--- src/hw/rtl/mctt_pkg.sv ---
// Shared types and constants of the multi-channel timer table.
package mctt_pkg;

   // Function codes carried on req_tuser.
   localparam logic [1:0] OP_SET   = 2'd0;
   localparam logic [1:0] OP_CLEAR = 2'd1;
   localparam logic [1:0] OP_TICK  = 2'd2;

   // Result kinds carried in rsp_tdata.
   localparam logic [1:0] KIND_SET_OK  = 2'd0;
   localparam logic [1:0] KIND_REFUSED = 2'd1;
   localparam logic [1:0] KIND_FIRED   = 2'd2;

   // Only this many firings of one tick are reported.
   localparam int MAX_RESULTS = 16;
   localparam int FIRE_W      = $clog2(MAX_RESULTS + 1);

   localparam int TIME_W = 32;
   localparam int ID_W   = 31;
   localparam logic [ID_W-1:0] ID_MAX = {ID_W{1'b1}};

   // Port widths: input data is duration, periodic, target_id, elapsed.
   localparam int REQ_DATA_W = 96;
   localparam int RSP_DATA_W = 40;

   // One timer entry as held in the table memory.
   typedef struct packed {
      logic [TIME_W-1:0] remaining;
      logic [TIME_W-1:0] interval;
      logic              periodic;
      logic [ID_W-1:0]   ident;
   } entry_type;

   // Request into the shared remainder unit.
   typedef struct packed {
      logic              start;
      logic [TIME_W-1:0] dividend;
      logic [TIME_W-1:0] divisor;
   } div_req_type;

   // Status back from the shared remainder unit.
   typedef struct packed {
      logic              done;
      logic [TIME_W-1:0] remainder;
   } div_rsp_type;

endpackage

--- src/hw/rtl/mctt_table.sv ---
// Timer entry memory with one write port and one registered read port.
module mctt_table #(
   parameter int DEPTH = 16,
   parameter int AW    = 4
) (
   input  logic                clock,
   input  logic                wr_en,
   input  logic [AW-1:0]       wr_addr,
   input  mctt_pkg::entry_type wr_data,
   input  logic [AW-1:0]       rd_addr,
   output mctt_pkg::entry_type rd_data
);

   mctt_pkg::entry_type mem_ff [DEPTH];
   mctt_pkg::entry_type rd_data_ff;

   always_ff @(posedge clock) begin
      if (wr_en) begin
         mem_ff[wr_addr] <= wr_data;
      end
      rd_data_ff <= mem_ff[rd_addr];
   end

   assign rd_data = rd_data_ff;

endmodule

--- src/hw/rtl/mctt_divider.sv ---
// Restoring remainder unit that retires one quotient bit per cycle.
module mctt_divider (
   input  logic                  clock,
   input  logic                  reset,
   input  mctt_pkg::div_req_type req,
   output mctt_pkg::div_rsp_type rsp
);

   localparam int W  = mctt_pkg::TIME_W;
   localparam int SW = $clog2(W);

   logic          busy_ff, busy_in;
   logic          done_ff, done_in;
   logic [SW-1:0] step_ff, step_in;
   logic [W:0]    rem_ff, rem_in;
   logic [W-1:0]  num_ff, num_in;
   logic [W-1:0]  den_ff, den_in;
   logic [W:0]    shifted;
   logic [W:0]    trial;

   always_comb begin
      busy_in = busy_ff;
      done_in = 1'b0;
      step_in = step_ff;
      rem_in  = rem_ff;
      num_in  = num_ff;
      den_in  = den_ff;
      shifted = {rem_ff[W-1:0], num_ff[W-1]};
      trial   = shifted - {1'b0, den_ff};
      if (req.start) begin
         busy_in = 1'b1;
         step_in = '0;
         rem_in  = '0;
         num_in  = req.dividend;
         den_in  = req.divisor;
      end else if (busy_ff) begin
         // The partial remainder stays below the divisor, so it fits W bits.
         rem_in  = trial[W] ? shifted : trial;
         num_in  = {num_ff[W-2:0], 1'b0};
         step_in = step_ff + 1'b1;
         if (step_ff == SW'(W - 1)) begin
            busy_in = 1'b0;
            done_in = 1'b1;
         end
      end
   end

   always_ff @(posedge clock) begin
      if (reset) begin
         busy_ff <= 1'b0;
         done_ff <= 1'b0;
      end else begin
         busy_ff <= busy_in;
         done_ff <= done_in;
      end
   end

   always_ff @(posedge clock) begin
      step_ff <= step_in;
      rem_ff  <= rem_in;
      num_ff  <= num_in;
      den_ff  <= den_in;
   end

   assign rsp.done      = done_ff;
   assign rsp.remainder = rem_ff[W-1:0];

endmodule

--- src/hw/rtl/multi_channel_timer_table.sv ---
// Top level of the multi-channel timer table: sequencer, flags and result register.
//
//   Channel   Direction  Handshake             Contents
//   req_*     in         req_tvalid/req_tready tuser: func; tdata: duration, periodic,
//                                              target_id, elapsed
//   rsp_*     out        rsp_tvalid/rsp_tready tdata: timer_id, kind; tlast: last
//
// A set item waits in the reply state for the result register. A clear item walks the
// table, reading each entry in a fetch state and an examine state. A tick item walks it
// the same way, and each periodic entry that fires also waits for the shared remainder
// unit that catches it up by whole intervals. Reset is synchronous and active high; it
// empties the table and sets the next id to one, with no clearing pass. While the result
// register is full and not taken, the sequencer waits at the next result it must deliver.
//
// Time is unsigned fixed point with one unit of 100 microseconds, so no rounding occurs.
module multi_channel_timer_table #(
   parameter int TIMERS = 16
) (
   input  logic                            clock,
   input  logic                            reset,
   input  logic                            req_tvalid,
   output logic                            req_tready,
   // From bit 0 up: duration[31:0], periodic, target_id[30:0], elapsed[31:0].
   input  logic [mctt_pkg::REQ_DATA_W-1:0] req_tdata,
   // From bit 0 up: func[1:0].
   input  logic [1:0]                      req_tuser,
   output logic                            rsp_tvalid,
   input  logic                            rsp_tready,
   // From bit 0 up: timer_id[30:0], kind[1:0], then zero fill.
   output logic [mctt_pkg::RSP_DATA_W-1:0] rsp_tdata,
   output logic                            rsp_tlast
);

   localparam int IW = (TIMERS > 1) ? $clog2(TIMERS) : 1;
   localparam int CW = $clog2(TIMERS + 1);
   localparam int TW = mctt_pkg::TIME_W;
   localparam int DW = mctt_pkg::ID_W;
   localparam int FW = mctt_pkg::FIRE_W;

   // Sequencer states with one-hot codes.
   typedef enum logic [5:0] {
      ST_IDLE  = 6'b000001,
      ST_REPLY = 6'b000010,
      ST_FETCH = 6'b000100,
      ST_EXAM  = 6'b001000,
      ST_DIV   = 6'b010000,
      ST_FLUSH = 6'b100000
   } state_type;

   state_type state_ff, state_in;

   // Control state.
   logic [1:0]        op_ff, op_in;
   logic [CW-1:0]     count_ff, count_in;     // live entries form a prefix of the table
   logic [CW-1:0]     idx_ff, idx_in;         // entry being read during a walk
   logic [CW-1:0]     wr_ptr_ff, wr_ptr_in;   // compaction target during a tick
   logic [FW-1:0]     fired_ff, fired_in;     // firings reported so far in this tick
   logic              pend_valid_ff, pend_valid_in;
   logic [DW-1:0]     next_id_ff, next_id_in;
   logic [TIMERS-1:0] cancel_ff, cancel_in;
   logic              rsp_valid_ff, rsp_valid_in;

   // Payload state.
   logic [TW-1:0] dur_ff;
   logic          per_ff;
   logic [DW-1:0] target_ff;
   logic [TW-1:0] elapsed_ff;
   logic [DW-1:0] pend_id_ff, pend_id_in;
   logic [DW-1:0] rsp_id_ff, rsp_id_in;
   logic [1:0]    rsp_kind_ff, rsp_kind_in;
   logic          rsp_last_ff, rsp_last_in;

   // Table and remainder unit connections.
   logic                  wr_en;
   logic [IW-1:0]         wr_addr;
   mctt_pkg::entry_type   wr_data;
   mctt_pkg::entry_type   ent;
   mctt_pkg::div_req_type div_req;
   mctt_pkg::div_rsp_type div_rsp;

   logic          accept;
   logic          out_free;
   logic          fires;
   logic [TW:0]   left;
   logic [TW-1:0] deficit;
   logic [CW-1:0] idx_next;
   logic          walk_end;
   logic          want_emit;

   mctt_table #(
      .DEPTH (TIMERS),
      .AW    (IW)
   ) u_table (
      .clock   (clock),
      .wr_en   (wr_en),
      .wr_addr (wr_addr),
      .wr_data (wr_data),
      .rd_addr (idx_ff[IW-1:0]),
      .rd_data (ent)
   );

   mctt_divider u_divider (
      .clock (clock),
      .reset (reset),
      .req   (div_req),
      .rsp   (div_rsp)
   );

   assign req_tready = (state_ff == ST_IDLE);
   assign accept     = req_tvalid && req_tready;
   assign out_free   = !rsp_valid_ff || rsp_tready;

   // Stored remaining times are always in 0 .. 2^32-1, so the time overdue after a tick
   // also fits 32 bits and one 33-bit subtract decides whether the entry fires.
   assign left      = {1'b0, ent.remaining} - {1'b0, elapsed_ff};
   assign fires     = left[TW] || (left[TW-1:0] == '0);
   assign deficit   = elapsed_ff - ent.remaining;
   assign idx_next  = idx_ff + 1'b1;
   assign walk_end  = (idx_next == count_ff);
   assign want_emit = (fired_ff < FW'(mctt_pkg::MAX_RESULTS));

   always_comb begin
      state_in      = state_ff;
      op_in         = op_ff;
      count_in      = count_ff;
      idx_in        = idx_ff;
      wr_ptr_in     = wr_ptr_ff;
      fired_in      = fired_ff;
      pend_valid_in = pend_valid_ff;
      pend_id_in    = pend_id_ff;
      next_id_in    = next_id_ff;
      cancel_in     = cancel_ff;
      rsp_valid_in  = rsp_valid_ff && !rsp_tready;
      rsp_id_in     = rsp_id_ff;
      rsp_kind_in   = rsp_kind_ff;
      rsp_last_in   = rsp_last_ff;

      wr_en             = 1'b0;
      wr_addr           = wr_ptr_ff[IW-1:0];
      wr_data           = ent;
      div_req.start     = 1'b0;
      div_req.dividend  = deficit;
      div_req.divisor   = ent.interval;

      case (state_ff)
         ST_IDLE: begin
            if (accept) begin
               op_in     = req_tuser;
               idx_in    = '0;
               wr_ptr_in = '0;
               fired_in  = '0;
               case (req_tuser)
                  mctt_pkg::OP_SET: begin
                     state_in = ST_REPLY;
                  end
                  mctt_pkg::OP_CLEAR, mctt_pkg::OP_TICK: begin
                     state_in = (count_ff == '0) ? ST_FLUSH : ST_FETCH;
                  end
                  default: begin
                     state_in = ST_IDLE;
                  end
               endcase
            end
         end

         ST_REPLY: begin
            if (out_free) begin
               rsp_valid_in = 1'b1;
               rsp_last_in  = 1'b1;
               state_in     = ST_IDLE;
               if (count_ff == CW'(TIMERS)) begin
                  rsp_id_in   = '0;
                  rsp_kind_in = mctt_pkg::KIND_REFUSED;
               end else begin
                  wr_en             = 1'b1;
                  wr_addr           = count_ff[IW-1:0];
                  wr_data.remaining = dur_ff;
                  wr_data.interval  = (dur_ff == '0) ? TW'(1) : dur_ff;
                  wr_data.periodic  = per_ff;
                  wr_data.ident     = next_id_ff;
                  cancel_in[count_ff[IW-1:0]] = 1'b0;
                  count_in    = count_ff + 1'b1;
                  next_id_in  = (next_id_ff == mctt_pkg::ID_MAX) ? DW'(1)
                                                                 : next_id_ff + 1'b1;
                  rsp_id_in   = next_id_ff;
                  rsp_kind_in = mctt_pkg::KIND_SET_OK;
               end
            end
         end

         ST_FETCH: begin
            // The table read of entry idx lands in the read register this cycle.
            state_in = ST_EXAM;
         end

         ST_EXAM: begin
            if (op_ff == mctt_pkg::OP_CLEAR) begin
               if (ent.ident == target_ff) begin
                  cancel_in[idx_ff[IW-1:0]] = 1'b1;
               end
               idx_in   = idx_next;
               state_in = walk_end ? ST_FLUSH : ST_FETCH;
            end else if (cancel_ff[idx_ff[IW-1:0]]) begin
               // Cancelled entries are skipped and dropped by the compaction.
               idx_in   = idx_next;
               state_in = walk_end ? ST_FLUSH : ST_FETCH;
            end else if (!fires) begin
               wr_en             = 1'b1;
               wr_data.remaining = left[TW-1:0];
               wr_ptr_in         = wr_ptr_ff + 1'b1;
               idx_in            = idx_next;
               state_in          = walk_end ? ST_FLUSH : ST_FETCH;
            end else if (!(want_emit && pend_valid_ff && !out_free)) begin
               // A firing is held back one step so that the final one can carry last.
               if (want_emit) begin
                  if (pend_valid_ff) begin
                     rsp_valid_in = 1'b1;
                     rsp_id_in    = pend_id_ff;
                     rsp_kind_in  = mctt_pkg::KIND_FIRED;
                     rsp_last_in  = 1'b0;
                  end
                  pend_valid_in = 1'b1;
                  pend_id_in    = ent.ident;
                  fired_in      = fired_ff + 1'b1;
               end
               if (ent.periodic) begin
                  div_req.start = 1'b1;
                  state_in      = ST_DIV;
               end else begin
                  idx_in   = idx_next;
                  state_in = walk_end ? ST_FLUSH : ST_FETCH;
               end
            end
         end

         ST_DIV: begin
            if (div_rsp.done) begin
               // Adding whole intervals until positive leaves interval - (overdue mod interval).
               wr_en             = 1'b1;
               wr_data.remaining = ent.interval - div_rsp.remainder;
               wr_ptr_in         = wr_ptr_ff + 1'b1;
               idx_in            = idx_next;
               state_in          = walk_end ? ST_FLUSH : ST_FETCH;
            end
         end

         ST_FLUSH: begin
            if (op_ff != mctt_pkg::OP_TICK) begin
               state_in = ST_IDLE;
            end else if (!pend_valid_ff || out_free) begin
               if (pend_valid_ff) begin
                  rsp_valid_in = 1'b1;
                  rsp_id_in    = pend_id_ff;
                  rsp_kind_in  = mctt_pkg::KIND_FIRED;
                  rsp_last_in  = 1'b1;
               end
               pend_valid_in = 1'b0;
               count_in      = wr_ptr_ff;
               cancel_in     = '0;
               state_in      = ST_IDLE;
            end
         end

         default: begin
            state_in = ST_IDLE;
         end
      endcase
   end

   always_ff @(posedge clock) begin
      if (reset) begin
         state_ff      <= ST_IDLE;
         op_ff         <= mctt_pkg::OP_SET;
         count_ff      <= '0;
         idx_ff        <= '0;
         wr_ptr_ff     <= '0;
         fired_ff      <= '0;
         pend_valid_ff <= 1'b0;
         next_id_ff    <= DW'(1);
         cancel_ff     <= '0;
         rsp_valid_ff  <= 1'b0;
      end else begin
         state_ff      <= state_in;
         op_ff         <= op_in;
         count_ff      <= count_in;
         idx_ff        <= idx_in;
         wr_ptr_ff     <= wr_ptr_in;
         fired_ff      <= fired_in;
         pend_valid_ff <= pend_valid_in;
         next_id_ff    <= next_id_in;
         cancel_ff     <= cancel_in;
         rsp_valid_ff  <= rsp_valid_in;
      end
   end

   always_ff @(posedge clock) begin
      if (accept) begin
         dur_ff     <= req_tdata[31:0];
         per_ff     <= req_tdata[32];
         target_ff  <= req_tdata[63:33];
         elapsed_ff <= req_tdata[95:64];
      end
      pend_id_ff  <= pend_id_in;
      rsp_id_ff   <= rsp_id_in;
      rsp_kind_ff <= rsp_kind_in;
      rsp_last_ff <= rsp_last_in;
   end

   assign rsp_tvalid = rsp_valid_ff;
   assign rsp_tdata  = {{(mctt_pkg::RSP_DATA_W - DW - 2){1'b0}}, rsp_kind_ff, rsp_id_ff};
   assign rsp_tlast  = rsp_last_ff;

   // The table never holds more entries than it has slots.
   assert property (@(posedge clock) disable iff (reset) count_ff <= CW'(TIMERS))
      else $error("timer table count exceeds its depth");

   // A finished tick leaves no cancelled entry behind.
   assert property (@(posedge clock) disable iff (reset)
      (state_ff == ST_FLUSH) && (op_ff == mctt_pkg::OP_TICK) && (state_in == ST_IDLE)
      |=> cancel_ff == '0)
      else $error("cancelled entries survived a tick");

   // The remainder unit only reports while the sequencer waits for it.
   assert property (@(posedge clock) disable iff (reset) div_rsp.done |-> state_ff == ST_DIV)
      else $error("remainder unit finished outside a catch-up step");

   // No more firings are reported in one tick than the result limit.
   assert property (@(posedge clock) disable iff (reset)
      fired_ff <= FW'(mctt_pkg::MAX_RESULTS))
      else $error("too many firings reported in one tick");

endmodule

--- config.mk ---
export PLATFORM = sky130hd
export DESIGN_NAME = multi_channel_timer_table
export DESIGN_NICKNAME = d
export VERILOG_FILES = /design/src/hw/rtl/mctt_pkg.sv /design/src/hw/rtl/mctt_table.sv /design/src/hw/rtl/mctt_divider.sv /design/src/hw/rtl/multi_channel_timer_table.sv
export SDC_FILE = /design/constraint.sdc
export NUM_CORES = 2
export LEC_CHECK = 0
export ABC_AREA = 1
export BUFFER_PORTS_ARGS = -buffer_cell sky130_fd_sc_hd__buf_2
export CAP_MARGIN = 20
export CORE_MARGIN = 10
export CORE_UTILIZATION = 47
export DETAILED_ROUTE_END_ITERATION = 6
export PLACE_DENSITY = 0.72
export SYNTH_ARGS = -nofsm -noshare
export SYNTH_HDL_FRONTEND = slang
export SYNTH_SLANG_ARGS = --single-unit
export TNS_END_PERCENT = 30
--- constraint.sdc ---
create_clock -name clock -period 8.1 [get_ports clock]
set_input_delay 0.405 -clock clock [delete_from_list [all_inputs] [get_ports clock]]
set_output_delay 0.405 -clock clock [all_outputs]
set_load 0.05 [all_outputs]
==> summary.txt <==
Placement
  • Port Buf Inserts: 137
  • Hpwl dp: 152,400 um
  • Post-Place Cell Area: 0.08814 sq mm
  • Routability Congestion: 0.9447

Synthesis
  • Register area share after synthesis: 0.6750
  • Mean Syn Cell Area: 11.11 sq um
  • Ys flop type: edfxtp_1
  • Unique masters post-synth: 61
  • Cells after synthesis: 7,618
  • Most frequent cell after synthesis: edfxtp_1
  • Synth Cell Area: 0.08463 sq mm
  • Yosys warnings: 0
  • EDFF count, synth: 1,761
  • Post-synth top cells: 1,761 x edfxtp_1, 1,209 x nand2_1, 1,013 x nor2_1
  • Yosys top cell by area: edfxtp_1
  • Yosys top cell area share: 0.6248
  • Area contributors post-synth: edfxtp_1 62%, o21ai_0 5.9%, nand2_1 5.4%
  • Synth Register Bits: 1,973
  • Ys async rst share: 0

GRT
  • Vias in the first global route: 57,970
  • Gr usage total: 0.2464
  • Global-route wire length before repair: 372,300 um
  • Largest net degree at the start of global routing: 192
  • Initial antenna violation count: 11
  • GRT Residual Overflow: 0

CTS
  • CTS Root Buffer Type: clkbuf_16
  • H-tree depth: 4
  • Num CTS Buffers: 193
  • Clock buffer depth: 3
  • Total clock sinks: 1,973
  • Clock latency at the later pin of the worst-skew pair: 870 ps
  • CTS clk-pin slew, worst paths: 70 ps
  • CTS tree: built
  • Post-CTS Setup Repair Bufs: 0

Min path
  • Hold WC Path Type: primary input to register

Pwr
  • Pwr dens: 363.9 mW/mm^2
  • Worst vdd ir: 0.3600 mV
  • Leakage: 34.41 nW
  • Design Power: 34.93 mW

Worst setup path
  • WP data required: 8550 ps
  • CP arrival: 6010 ps
  • CP Capture Type: register
  • Crit start category: register
  • CP max FO: 79
  • WS Path Type: register to register

STA
  • Fmax: 0.1799 GHz
  • Crit share post-route: 0.6862
  • RSZ-0062 raised after global routing: no
  • Setup violations, final: 0
  • Fin crit period: 5558 ps
  • Post-route setup TNS: 0 ps
  • Slew margin rel.: 0.1523
  • Layout Skew: 83.90 ps
  • Worst-Margin Slew: 1272 ps
  • Slew Viols, Final: 0
  • Final hold violation count: 0

Route
  • DRT Pass-1 Iters: 6
  • Final WL: 252,500 um
  • Via density: 5.890
  • Post-detailed-route count of antenna-violating nets: 0
  • Drt initial violations: 8,410
  • DR WL/cell: 24.47 um
  • DRC: 0
  • Detailed-route via count: 60,780

Floorplan
  • Rows: 155
  • Core ar.: 0.1788 sq mm
  • Chip Height: 444.3 um
  • DIE WIDTH: 444.3 um
  • Initial Utilization: 0.4733
  • Io pins: 145
  • Die area: 0.1974 sq mm

Cells and area
  • Register Area: 0.05713 sq mm
  • Multi-input gate area: 0.02412 sq mm
  • Synthesis-to-finish area growth: 13.40%
  • Filler Cells Inserted: 14,820
  • Fraction of final layout cells sized beyond drive strength 1: 0.09170
  • Layout Utilization: 0.5367
  • Nets: 8,037
  • Final instance area: 0.09597 sq mm

Job
  • Max_cap viols: 0

Run status
  • Outcome: finished, final reports clean
-- layout by cell type (no fill, tap or decap), types with 32 or more instances in the layout --
| cell | count |
|---|---|
| a21oi_1 | 237 |
| o22ai_1 | 410 |
| nor3_1 | 35 |
| edfxtp_1 | 1761 |
| nor2_1 | 991 |
| dlygate4sd3_1 | 99 |
| xor2_1 | 65 |
| o21ai_0 | 989 |
| nand3_1 | 127 |
| nand4_1 | 149 |
| xnor2_1 | 52 |
| clkinv_2 | 37 |
| nand2_1 | 1208 |
| clkbuf_16 | 194 |
| clkinv_1 | 32 |
| buf_4 | 116 |
| inv_2 | 32 |
| inv_1 | 485 |
| dfxtp_1 | 210 |
| ha_1 | 141 |
| buf_2 | 137 |
-- state kept, by name, summed over array words and instances (netlist names), 5 cells and up --
| name | count |
|---|---|
| pend_id_ff | 31 |
| count_ff | 5 |
| rsp_id_ff | 31 |
| u_divider.den_ff | 32 |
| wr_ptr_ff | 5 |
| u_table.rd_data | 96 |
| cancel_ff | 16 |
| dur_ff | 32 |
| u_divider.step_ff | 5 |
| fired_ff | 5 |
| idx_ff | 5 |
| u_divider.rem_ff | 32 |
| state_ff | 6 |
| u_table.mem_ff | 1536 |
| u_divider.num_ff | 32 |
| next_id_ff | 31 |
| target_ff | 31 |
| elapsed_ff | 32 |
-- routing by layer --
layer  track usage  vias up  share of wire
li1              -    27360              -
met3       0.04915      563           0.10
met1        0.3310    29470           0.39
met5             0        -        0.00010
met2        0.3907     3386           0.46
met4        0.1036        4          0.044
-- path summary, 6_finish.rpt --
kind / depth (start not counted) / start / slack [ps] / end
worst min register to register: 0 / u_table.rd_data[21] / 430 / pend_id_ff[21]
worst min-delay path: 3 / reset / 110 / next_id_ff[6]
worst max register to register: 23 / u_table.rd_data[64] / 2540 / u_table.mem_ff[15][22]
worst max-delay path: 23 / u_table.rd_data[64] / 2540 / u_table.mem_ff[15][22]
-- cell families (layout without fill, tap and decap cells) --
| kind of cell | after synthesis | count (layout) | synth area share |
|---|---|---|---|
| AOI/OAI and AO/OA | 1790 | 1790 | 0.1169 |
| buffers and inverters | 927 | 1264 | 0.04230 |
| muxes | 30 | 30 | 0.003637 |
| and+or+nand+nor | 2635 | 2635 | 0.1283 |
| xor gates and xnor gates | 117 | 117 | 0.01211 |
| adders and majority gates | 145 | 145 | 0.02179 |
| other | 1 | 10 | 0.00004431 |
| DFF | 1973 | 1973 | 0.6750 |
-- cell type report --
type	instances	share of cell area
flip-flops and latches	1973	0.5953
multi-input cells	4724	0.2513
clock buffers	252	0.05608
repair buffers	375	0.03125
well taps	2355	0.03070
inverters	523	0.02068
clock inverters	114	0.01460
diodes	3	0.00007822
-- repair_timing --
| item | CTS | global route |
|---|---|---|
| endpoints found under the hold margin | 99 | 0 |
| setup endpoints to repair | 0 | 0 |
| hold buffers | 99 | 0 |
| gates resized for setup | 0 | 0 |
-- worst max-delay path, stage by stage, from the launching register on --
cell	delay, ps
dfxtp_1	390
inv_1	70
ha_1	210
fa_1	460
inv_1	150
nand2_1	80
nand2_1	160
nand2_1	90
nand2_1	130
nand2_1	90
nand3_1	70
nand2_1	80
nand3_1	140
nor2_1	50
nand2_1	60
nor2_1	40
nand2_1	100
nand2_4	120
nor2_1	470
nand2_1	120
nand3_1	250
nand3_1	380
nor2_4	720
buf_12	540
-- per-stage QoR --
step / cells / setup slack [ps] / hold WS [ps]
floorplan: 7624 / 1089 / 408.2
global placement: 9841 / 2504 / 419.8
detailed placement: 9844 / 2467 / 418.6
CTS: 10310 / 2466 / 51.57
global route: 10320 / 2160 / 96.86
finish: 10320 / 2542 / 111.0
-- power breakdown --
part | internal [mW] | total [mW] | switching [mW]
logic | 3.17 | 11.9 | 8.72
clock network | 5.40 | 9.40 | 4.00
registers | 12.9 | 13.6 | 0.708
No activity file was read; power rests on OpenSTA's default activity.
